**config.mk**
```make
export PLATFORM = sky130hd
export DESIGN_NAME = shell_command_tokenizer
export DESIGN_NICKNAME = d
export VERILOG_FILES = /design/src/design/sct_pkg.sv /design/src/design/sct_lexer.sv /design/src/design/sct_result_queue.sv /design/src/design/shell_command_tokenizer.sv
export SDC_FILE = /design/constraint.sdc
export NUM_CORES = 1
export LEC_CHECK = 0
export ABC_AREA = 0
export BUFFER_PORTS_ARGS = -buffer_cell sky130_fd_sc_hd__buf_2
export CAP_MARGIN = 20
export CORE_MARGIN = 2
export CORE_UTILIZATION = 45
export DETAILED_ROUTE_END_ITERATION = 7
export GPL_ROUTABILITY_DRIVEN = 0
export PLACE_DENSITY = 0.59
export REMOVE_ABC_BUFFERS = 1
export SYNTH_ARGS = -nofsm -noshare
export SYNTH_HDL_FRONTEND = slang
export SYNTH_HIERARCHICAL = 1
export SYNTH_SLANG_ARGS = --single-unit
```
**constraint.sdc**
```tcl
create_clock -name clock -period 8.96 [get_ports clock]
set_input_delay 0.896 -clock clock [delete_from_list [all_inputs] [get_ports clock]]
set_output_delay 0.896 -clock clock [all_outputs]
set_load 0.02 [all_outputs]
```
**src/design/sct_pkg.sv**
```systemverilog
`timescale 1ns / 1ps
package sct_pkg;

   // result codes
   typedef enum logic [2:0] {
      KIND_CHAR     = 3'd0,
      KIND_WORD_END = 3'd1,
      KIND_PIPE     = 3'd2,
      KIND_REDIR_IN = 3'd3,
      KIND_HEREDOC  = 3'd4,
      KIND_REDIR_OUT = 3'd5,
      KIND_APPEND   = 3'd6,
      KIND_UNCLOSED = 3'd7
   } kind_type;

   // bytes the lexer looks at
   localparam logic [7:0] CHAR_PIPE   = 8'h7C;
   localparam logic [7:0] CHAR_LT     = 8'h3C;
   localparam logic [7:0] CHAR_GT     = 8'h3E;
   localparam logic [7:0] CHAR_DQUOTE = 8'h22;
   localparam logic [7:0] CHAR_SQUOTE = 8'h27;
   localparam logic [7:0] CHAR_SPACE  = 8'h20;
   localparam logic [7:0] CHAR_TAB    = 8'h09;
   localparam logic [7:0] CHAR_CR     = 8'h0D;

   localparam int unsigned QUEUE_DEPTH_DEFAULT = 4;

   typedef struct packed {
      kind_type   kind;
      logic [7:0] ch;
      logic       last;
   } res_type;

   // results produced by one item, at most two
   typedef struct packed {
      logic [1:0] cnt;
      res_type    r0;
      res_type    r1;
   } pair_type;

endpackage

```
**src/design/sct_lexer.sv**
```systemverilog
`timescale 1ns / 1ps
module sct_lexer (
   input  logic              clock,
   input  logic              reset,
   input  logic              fire,
   input  logic [7:0]        char_in,
   input  logic              line_end,
   output sct_pkg::pair_type pair
);
   import sct_pkg::*;

   typedef enum logic [1:0] {
      MODE_IDLE = 2'd0,
      MODE_WORD = 2'd1,
      MODE_SQ   = 2'd2,
      MODE_DQ   = 2'd3
   } mode_type;

   typedef enum logic [1:0] {
      PEND_NONE = 2'd0,
      PEND_LT   = 2'd1,
      PEND_GT   = 2'd2
   } pend_type;

   typedef struct packed {
      logic [1:0] cnt;
      kind_type   k0;
      kind_type   k1;
      mode_type   mode;
      pend_type   pend;
   } tb_type;

   mode_type mode_ff, mode_in;
   pend_type pend_ff, pend_in;

   // one byte with no operator waiting
   function automatic tb_type take_byte(mode_type mode, logic [7:0] c);
      tb_type t;
      logic   op;
      logic   blank;
      t.cnt  = 2'd0;
      t.k0   = KIND_CHAR;
      t.k1   = KIND_CHAR;
      t.mode = mode;
      t.pend = PEND_NONE;
      op     = (c == CHAR_PIPE) || (c == CHAR_LT) || (c == CHAR_GT);
      blank  = (c == CHAR_SPACE) || ((c >= CHAR_TAB) && (c <= CHAR_CR));
      unique case (mode)
         MODE_IDLE, MODE_WORD: begin
            if (blank) begin
               if (mode == MODE_WORD) begin
                  t.cnt  = 2'd1;
                  t.k0   = KIND_WORD_END;
                  t.mode = MODE_IDLE;
               end
            end else if (op) begin
               t.mode = MODE_IDLE;
               if (mode == MODE_WORD) begin
                  t.cnt = 2'd1;
                  t.k0  = KIND_WORD_END;
               end
               if (c == CHAR_PIPE) begin
                  if (mode == MODE_WORD) begin
                     t.cnt = 2'd2;
                     t.k1  = KIND_PIPE;
                  end else begin
                     t.cnt = 2'd1;
                     t.k0  = KIND_PIPE;
                  end
               end else if (c == CHAR_LT) begin
                  t.pend = PEND_LT;
               end else begin
                  t.pend = PEND_GT;
               end
            end else if (c == CHAR_SQUOTE) begin
               t.mode = MODE_SQ;
            end else if (c == CHAR_DQUOTE) begin
               t.mode = MODE_DQ;
            end else begin
               t.cnt  = 2'd1;
               t.k0   = KIND_CHAR;
               t.mode = MODE_WORD;
            end
         end
         MODE_SQ: begin
            if (c == CHAR_SQUOTE) begin
               t.mode = MODE_WORD;
            end else begin
               t.cnt = 2'd1;
               t.k0  = KIND_CHAR;
            end
         end
         MODE_DQ: begin
            if (c == CHAR_DQUOTE) begin
               t.mode = MODE_WORD;
            end else begin
               t.cnt = 2'd1;
               t.k0  = KIND_CHAR;
            end
         end
         default: begin
            t.mode = MODE_IDLE;
         end
      endcase
      return t;
   endfunction

   always_comb begin
      tb_type     tb;
      logic [7:0] same;
      kind_type   k0;
      kind_type   k1;
      logic [1:0] cnt;
      tb      = take_byte(mode_ff, char_in);
      same    = (pend_ff == PEND_LT) ? CHAR_LT : CHAR_GT;
      k0      = KIND_CHAR;
      k1      = KIND_CHAR;
      cnt     = 2'd0;
      mode_in = mode_ff;
      pend_in = pend_ff;
      if (line_end) begin
         mode_in = MODE_IDLE;
         pend_in = PEND_NONE;
         if (pend_ff == PEND_LT) begin
            cnt = 2'd1;
            k0  = KIND_REDIR_IN;
         end else if (pend_ff == PEND_GT) begin
            cnt = 2'd1;
            k0  = KIND_REDIR_OUT;
         end else if (mode_ff == MODE_WORD) begin
            cnt = 2'd1;
            k0  = KIND_WORD_END;
         end else if ((mode_ff == MODE_SQ) || (mode_ff == MODE_DQ)) begin
            cnt = 2'd1;
            k0  = KIND_UNCLOSED;
         end
      end else if ((pend_ff == PEND_LT) || (pend_ff == PEND_GT)) begin
         if (char_in == same) begin
            cnt     = 2'd1;
            k0      = (pend_ff == PEND_LT) ? KIND_HEREDOC : KIND_APPEND;
            mode_in = MODE_IDLE;
            pend_in = PEND_NONE;
         end else begin
            // single form first, then the byte as seen from idle
            tb      = take_byte(MODE_IDLE, char_in);
            cnt     = 2'd1 + tb.cnt;
            k0      = (pend_ff == PEND_LT) ? KIND_REDIR_IN : KIND_REDIR_OUT;
            k1      = tb.k0;
            mode_in = tb.mode;
            pend_in = tb.pend;
         end
      end else begin
         cnt     = tb.cnt;
         k0      = tb.k0;
         k1      = tb.k1;
         mode_in = tb.mode;
         pend_in = tb.pend;
      end
      pair.cnt     = cnt;
      pair.r0.kind = k0;
      pair.r0.ch   = (k0 == KIND_CHAR) ? char_in : 8'h00;
      pair.r0.last = (cnt == 2'd1);
      pair.r1.kind = k1;
      pair.r1.ch   = (k1 == KIND_CHAR) ? char_in : 8'h00;
      pair.r1.last = 1'b1;
   end

   always_ff @(posedge clock) begin
      if (reset) begin
         mode_ff <= MODE_IDLE;
         pend_ff <= PEND_NONE;
      end else if (fire) begin
         mode_ff <= mode_in;
         pend_ff <= pend_in;
      end
   end

   // an operator is only held while no word or quote is open
   assert property (@(posedge clock) disable iff (reset)
      (pend_ff != PEND_NONE) |-> (mode_ff == MODE_IDLE))
      else $error("operator pending while a word is open");

endmodule

```
**src/design/sct_result_queue.sv**
```systemverilog
`timescale 1ns / 1ps
module sct_result_queue #(
   parameter int unsigned QUEUE_DEPTH = sct_pkg::QUEUE_DEPTH_DEFAULT
) (
   input  logic                     clock,
   input  logic                     reset,
   input  sct_pkg::pair_type        pair,
   input  logic                     push,
   output logic                     room,
   output sct_pkg::res_type         head,
   output logic                     head_valid,
   input  logic                     pop
);
   import sct_pkg::*;

   localparam int unsigned PTR_W = (QUEUE_DEPTH > 1) ? $clog2(QUEUE_DEPTH) : 1;
   localparam int unsigned CNT_W = $clog2(QUEUE_DEPTH + 1);
   localparam logic [PTR_W-1:0] PTR_LAST = PTR_W'(QUEUE_DEPTH - 1);
   localparam logic [CNT_W-1:0] CNT_ROOM = CNT_W'(QUEUE_DEPTH - 2);

   res_type          mem_ff [QUEUE_DEPTH];
   logic [PTR_W-1:0] wr_ff, wr_in, wr_next;
   logic [PTR_W-1:0] rd_ff, rd_in;
   logic [CNT_W-1:0] count_ff, count_in;
   logic [1:0]       push_cnt;
   logic             do_pop;

   function automatic logic [PTR_W-1:0] bump(logic [PTR_W-1:0] p);
      return (p == PTR_LAST) ? '0 : p + 1'b1;
   endfunction

   assign push_cnt   = push ? pair.cnt : 2'd0;
   assign do_pop     = pop && head_valid;
   assign room       = (count_ff <= CNT_ROOM);
   assign head_valid = (count_ff != '0);
   assign head       = mem_ff[rd_ff];
   assign wr_next    = bump(wr_ff);

   always_comb begin
      wr_in = wr_ff;
      if (push_cnt == 2'd1) begin
         wr_in = wr_next;
      end else if (push_cnt == 2'd2) begin
         wr_in = bump(wr_next);
      end
      rd_in    = do_pop ? bump(rd_ff) : rd_ff;
      count_in = count_ff + CNT_W'(push_cnt) - CNT_W'(do_pop);
   end

   always_ff @(posedge clock) begin
      if (reset) begin
         wr_ff    <= '0;
         rd_ff    <= '0;
         count_ff <= '0;
      end else begin
         wr_ff    <= wr_in;
         rd_ff    <= rd_in;
         count_ff <= count_in;
      end
   end

   always_ff @(posedge clock) begin
      if (push_cnt != 2'd0) begin
         mem_ff[wr_ff] <= pair.r0;
      end
      if (push_cnt == 2'd2) begin
         mem_ff[wr_next] <= pair.r1;
      end
   end

   // never more results stored than entries
   assert property (@(posedge clock) disable iff (reset)
      (push_cnt != 2'd0) |->
      ((CNT_W + 1)'(count_ff) + (CNT_W + 1)'(push_cnt) <= (CNT_W + 1)'(QUEUE_DEPTH)))
      else $error("result queue overflow");

   // fill level tracks pushes and pops
   assert property (@(posedge clock) disable iff (reset)
      !$past(reset) |->
      (count_ff == $past(count_ff) + CNT_W'($past(push_cnt)) - CNT_W'($past(do_pop))))
      else $error("result queue count out of step");

   // an empty queue with nothing pushed shows no result next cycle
   assert property (@(posedge clock) disable iff (reset)
      ((count_ff == '0) && (push_cnt == 2'd0)) |=> !head_valid)
      else $error("result shown from empty queue");

endmodule

```
**src/design/shell_command_tokenizer.sv**
```systemverilog
`timescale 1ns / 1ps
// channel  | ports   | tdata                 | tuser    | tlast
// ---------+---------+-----------------------+----------+-------------------------
// input    | req_*   | [7:0] char_in         | -        | line_end
// result   | rsp_*   | [7:0] char_out        | [2:0] kind | last result of its item
//
// one byte is taken per cycle while the queue has room; an item giving two
// results has them handed out one at a time, so a stream of such items is
// limited by the single read port of the result queue
// from input accept to first result a byte passes the input register, then
// the result queue
// reset is synchronous and active high; it returns the lexer to idle with
// no operator pending and empties the queue
// a stalled result side fills the queue and then drops req_tready
module shell_command_tokenizer #(
   parameter int unsigned QUEUE_DEPTH = sct_pkg::QUEUE_DEPTH_DEFAULT
) (
   input  logic       clock,
   input  logic       reset,
   // input bytes
   input  logic       req_tvalid,
   output logic       req_tready,
   input  logic [7:0] req_tdata,   // [7:0] char_in
   input  logic       req_tlast,   // line_end
   // token results
   output logic       rsp_tvalid,
   input  logic       rsp_tready,
   output logic [7:0] rsp_tdata,   // [7:0] char_out
   output logic [2:0] rsp_tuser,   // [2:0] kind
   output logic       rsp_tlast    // last
);
   import sct_pkg::*;

   // input register
   logic       in_valid_ff;
   logic [7:0] in_char_ff;
   logic       in_end_ff;

   logic       room;
   logic       fire;
   pair_type   pair;
   res_type    head;
   logic       head_valid;

   // the held byte moves on once the queue can take two results
   assign fire       = in_valid_ff && room;
   assign req_tready = !in_valid_ff || fire;

   always_ff @(posedge clock) begin
      if (reset) begin
         in_valid_ff <= 1'b0;
      end else if (req_tready) begin
         in_valid_ff <= req_tvalid;
      end
   end

   // payload needs no reset
   always_ff @(posedge clock) begin
      if (req_tready && req_tvalid) begin
         in_char_ff <= req_tdata;
         in_end_ff  <= req_tlast;
      end
   end

   // mode and pending operator, plus the result pair for the held byte
   sct_lexer u_lexer (
      .clock    (clock),
      .reset    (reset),
      .fire     (fire),
      .char_in  (in_char_ff),
      .line_end (in_end_ff),
      .pair     (pair)
   );

   // results wait here, one handed out per cycle while rsp_tready is high
   sct_result_queue #(
      .QUEUE_DEPTH (QUEUE_DEPTH)
   ) u_queue (
      .clock      (clock),
      .reset      (reset),
      .pair       (pair),
      .push       (fire),
      .room       (room),
      .head       (head),
      .head_valid (head_valid),
      .pop        (rsp_tready)
   );

   assign rsp_tvalid = head_valid;
   assign rsp_tdata  = head.ch;
   assign rsp_tuser  = head.kind;
   assign rsp_tlast  = head.last;

endmodule
```
# Word-level counts from Yosys, hierarchy flattened
# Memory sizes are Yosys's and may differ from the RTL's. A register that Yosys moved wholly into a read port is not among the register bits.
# Cells that the tools add are included.
dict set report totals {
  register_bits 21
  mem_bits_rw 48
  input_bits 13
  out_inout_bits 14
  wordCells 132
  n_memories 1
}
dict set report op_classes {
  addsub 6
  magnitude_cmp 3
  eq_ne 21
  muxes 74
  reduce_logical 19
}
# name depth width read_ports rd_ports_with_merged_regs wr line_no
set memory_table {}
lappend memory_table {u_queue.mem_ff 4 12 1 1 2 sct_result_queue.sv:21} ;# res_type mem_ff [QUEUE_DEPTH];
# operator n
set op_table {}
lappend op_table {{2-bit two-way mux} 36}
lappend op_table {{3-bit two-way mux} 15}
lappend op_table {{8-bit by 6-bit equality test with 1-bit output, second input constant} 5}
lappend op_table {{5-bit two-way mux} 8}
lappend op_table {{8-bit two-way mux} 3}
lappend op_table {{4-bit two-way mux} 5}
lappend op_table {{5-bit case mux with 3 select lines} 1}
lappend op_table {{2-bit equality test, second input constant} 7}
lappend op_table {{2-bit by 1-bit equality test with 1-bit output, second input constant} 4}
lappend op_table {{8-bit by 7-bit equality test with 1-bit output, second input constant} 1}
lappend op_table {{8-bit equality test} 1}
lappend op_table {{8-bit by 4-bit greater-or-equal comparator with 1-bit output, second input constant} 1}
lappend op_table {{8-bit by 4-bit less-or-equal comparator with 1-bit output, second input constant} 1}
lappend op_table {{4-bit by 3-bit inequality test with 1-bit output, second input constant} 2}
lappend op_table {{2-bit by 1-bit adder with 2-bit output, second input constant} 3}
lappend op_table {{3-bit logical NOT} 2}
lappend op_table {{1-bit logical OR} 6}
lappend op_table {{2-bit case mux with 3 select lines} 1}
lappend op_table {{1-bit two-way mux} 5}
lappend op_table {{5-bit inequality test, second input constant} 1}
lappend op_table {{1-bit logical AND} 4}
lappend op_table {{4-bit AND reduction} 1}
lappend op_table {{2-bit nonzero test} 2}
lappend op_table {{3-bit by 2-bit adder with 3-bit output} 1}
lappend op_table {{other kinds (7)} 7}

# Depth between registers and ports, before layout
dict set report logic_depth {
  word_depth 16
  mapped_depth 15
  mapped_depth_nobuf 14
}

# Modules after synthesis
# The synthesis kept the hierarchy.
# mod n_inst cells_per_inst area_per_inst_um2 seq_area_each_um2
set modules_own_cells {}
lappend modules_own_cells {sct_result_queue 1 185 2942.8 1621.6}
lappend modules_own_cells {sct_lexer 1 131 913.4 80.1}
lappend modules_own_cells {shell_command_tokenizer 1 15 332.8 290.3}

# Worst setup path before layout
# OpenSTA, ideal clock, no wires.
dict set report synth_timing {
  kind {register -> register}
  start {register in_char_ff[7]}
  end {memory u_queue/mem_ff[1][0] in the netlist's numbering (enable)}
  setup_time_ps 398
  arrival_ps 3388
  required_time_ps 8562
  setup_slack_ps 5175
  stages_incl_launch_ff 10
  n_path_buf 0
  period_less_slack_ps 3785
  cell_sequence {edfxtp_1 nand4bb_1 nor4_1 ha_1 inv_1 or4_1 o31ai_1 nand2_1 ha_1 o21ai_0}
}
# element line_no
set synth_lines {}
lappend synth_lines {{start: declaration} shell_command_tokenizer.sv:36} ;# logic [7:0] in_char_ff;
lappend synth_lines {{start signal: assignment} shell_command_tokenizer.sv:60} ;# in_char_ff <= req_tdata;
lappend synth_lines {{end: declaration} sct_result_queue.sv:21}

==> run summary <==
• length of routed met2 wiring: 3914 um
• Warnings, synthesis: 6
• Crit. path cell count: 12
• Post-synth top flop: sky130_fd_sc_hd__edfxtp_1
• peak fanout along the critical path: 13
• buffers inserted during post-CTS setup optimization: 0
• largest buffer count on any clock path: 2
• pin slew with the least headroom to its limit: 818.6 ps
• wire length of the first global-routing pass: 13,870 um
• row cnt: 35
• fraction of registers with async set/reset: 0
• antenna violations before repair: 0
• arrival time of the worst setup path: 4590 ps
• standard cell area after detailed placement: 0.004397 sq mm
• Initial Utilization: 0.4577
• required time reported for the critical path endpoint: 9010 ps
• destination of the critical timing path: u_queue/mem_ff[3][0]$_DFFE_PP_
• count of input and output buffers: 26
• overall track demand over capacity in global routing: 0.1806
• setup repair after global routing missed its margin: false
• placed cell count: 455
• H-Tree Depth: 3
• root buf cell: sky130_fd_sc_hd__clkbuf_8
• Hold/Removal Path Class: reg2reg
• buffering stage count on the worst path with inverters included: 3
• count of flip-flops with a built-in enable after synthesis: 57
• count of nets left with antenna violations after detail routing: 0
• Ant. Diodes: 0
• Final Hold Viols: 0
• peak supply drop: 0.1133 mV
• number of non-filler instances in the completed layout: 471
• post-DR wirelength/cell: 17.64 um
• Net count, final: 386
• DRC violations left: 0
• total negative slack: 0 ps
• fraction of the yosys area taken by sequential cells: 0.4755
• leakage: 1.704 nW
• Reg-to-Reg Start: in_char_ff[0]$_DFFE_PP_
• synthesized instance count: 331
• reg-to-reg setup timing slack: 4430 ps
• number of top-level pins: 27
• Core ar.: 0.009153 sq mm
• most common cell in the netlist: sky130_fd_sc_hd__edfxtp_1
• vertical die dimension: 100.5 um
• maximum number of pins on one net before global-route repair: 17
• full die area: 0.01010 sq mm
• CTS tree: yes
• clock-pin slew on the worst setup and hold paths: 80 ps
• source of the critical timing path: in_char_ff[0]$_DFFE_PP_
• Detailed Route WL: 8309 um
• Via-to-Cell Ratio: 5.611
• netlist area before placement: 0.004189 sq mm
• outcome: complete, no violations
• width of the die: 100.5 um
• final worst-path cycle share: 0.5060
• cell type group with the largest total delay on the critical path: simple AND/OR/NAND/NOR gates
• number of iterations in the first detailed-routing pass: 5
• Detailed Place HPWL: 5834 um
• final-report max-slew violation count: 0
• Mapped Avg Cell Area: 12.66 sq um
• via count of the routed design: 2,643
• clock net sink count: 71
• CTS Buf Count: 9
• cell area after layout: 0.004593 sq mm
• number of unique standard cell types used by synthesis: 65
• via count of the first global-routing pass: 2,629
• worst-case reg-to-reg path depth: 12
• count of final setup violators: 0
• count of hold buffers inserted by post-cts repair: 0
• Slowest-stage cell, CP: sky130_fd_sc_hd__nor4_1
• Worst Setup End Kind: flop
• insertion delay to the later sink of the worst-skew pair: 340 ps
• top routing layer in use: met4
• reg2reg end: u_queue/mem_ff[3][0]$_DFFE_PP_
• crit path kind: reg2reg
• flip-flop and latch count after synthesis: 71
• Detailed Route Iter0 Violations: 135
• cell taking the most area after synthesis: sky130_fd_sc_hd__edfxtp_1
• layout cell share with drive strength beyond 1: 0.3278
• fraction of synthesized cell area taken by the top area cell type: 0.4086
• # resized after CTS: 0
• most frequent cells after synthesis: sky130_fd_sc_hd__edfxtp_1 (57), sky130_fd_sc_hd__mux2_2 (48), sky130_fd_sc_hd__nand2_1 (23)
• Final Critical Period: 4534 ps
• met3 routed wirelength: 309 um
• reported max-cap violation count: 0
• max incr delay on CP: 750 ps
• launching element type of the critical path: flop
• max-slew headroom at the worst pin: 0.4493
• Met1 Routed Length: 3993 um
• P per Cell Area: 190.5 mW/mm^2
• maximum clock rate: 220.5 MHz
• synth top area cells: sky130_fd_sc_hd__edfxtp_1 (41%), sky130_fd_sc_hd__mux2_2 (13%), sky130_fd_sc_hd__dfxtp_1 (6.7%), sky130_fd_sc_hd__mux4_1 (5.6%), sky130_fd_sc_hd__ha_1 (5.1%)
• cell-by-cell trace of the critical path: nand4bb_1 > nor4_1 > ha_1 > inv_1 > or4_1 > o31ai_1 > nand2_1 > inv_1 > ha_1 > nand2_1 > o21ai_1 > buf_6
• relative area change from synthesis to final layout: 9.648%
• worst clock skew: 6.630 ps
• residual overflow from global routing: 0
report_power, final:
group          internal, mW  switching, mW  leakage [nW]
combinational         0.102         0.0990         0.966
sequential            0.382         0.0349         0.641
clock                 0.129          0.128        0.0972
per-stage QoR:
stage	setup WS [ps]	util	power [mW]	hold slack (ps)
2_1_floorplan	5063	-	0.5691	443.1
3_3_place_gp	4446	0.4779	0.6250	465.4
3_5_place_dp	4452	0.4804	0.6259	475.6
4_1_cts	4438	0.5018	0.8880	487.7
5_1_grt	3948	0.5018	0.9258	505.1
6_report	4426	0.5018	0.8750	484.1
worst min-delay path by stage:
stage	startpoint	slack, ps	cells after the start	to
5_1_grt	u_lexer/pend_ff[1]$_SDFFE_PP0P_	510	2	u_lexer/pend_ff[1]$_SDFFE_PP0P_
4_1_cts	u_lexer/pend_ff[0]$_SDFFE_PP0P_	490	2	u_lexer/pend_ff[0]$_SDFFE_PP0P_
3_5_place_dp	u_lexer/pend_ff[0]$_SDFFE_PP0P_	480	2	u_lexer/pend_ff[0]$_SDFFE_PP0P_
6_report	u_lexer/pend_ff[0]$_SDFFE_PP0P_	480	2	u_lexer/pend_ff[0]$_SDFFE_PP0P_
3_3_place_gp	u_lexer/pend_ff[0]$_SDFFE_PP0P_	470	2	u_lexer/pend_ff[0]$_SDFFE_PP0P_
2_1_floorplan	u_lexer/pend_ff[0]$_SDFFE_PP0P_	440	2	u_lexer/pend_ff[0]$_SDFFE_PP0P_
tightest hold or removal path, delay by kind of cell, from the launching register on:
family / cells / cell delay [ps]
AOI/OAI and AO/OA: 1 / 50
and+or+nand+nor: 1 / 60
DFF: 1 / 330
per-layer routing:
layer | up-vias | global-route usage
met4 | 0 | 0.06849
met1 | 1286 | 0.2499
li1 | 1286 | -
met3 | 8 | 0.02774
met2 | 63 | 0.2881
met5 | - | 0
final cells by class:
type                       count  area (sq um)
clock buffer                   9         123.9
clock inverter                 7         72.57
fill                         789          4559
inverter                      19         71.32
multi-input combinational    224          2027
sequential                    71          1992
tap                          111         138.9
timing repair buffer          30         167.7
flip-flops by register name, indices dropped and copies added, names as in the netlist, named ones only:
signal / count
u_queue/wr_ff: 2
in_char_ff: 8
in_valid_ff: 1
in_end_ff: 1
u_queue/rd_ff: 2
u_lexer/mode_ff: 2
u_queue/count_ff: 3
u_queue/mem_ff: 48
u_lexer/pend_ff: 2
cells in the final DEF, fill, tap and decap left out, drive strengths merged, types with 7 or more instances in the layout:
cell and instances:
a21oi 14, and2 10, buf 30, clkbuf 9, dfxtp 14, edfxtp 57
ha 17, inv 20, mux2 48, mux4 12, nand2 23, nor2 16
nor2b 10, o21ai 7
cell families (layout without fill, tap and decap cells):
logic type | count (synthesis) | after routing | share of synthesized area
simple gates | 93 | 93 | 0.1344
flops | 71 | 71 | 0.4755
mux | 61 | 61 | 0.2040
compound gates | 43 | 43 | 0.07468
buf+inv | 37 | 65 | 0.04152
fa+ha+maj | 18 | 18 | 0.05555
xor+xnor | 6 | 6 | 0.01254
other cells | 2 | 3 | 0.001793
Power figures use the tool's default switching activity.
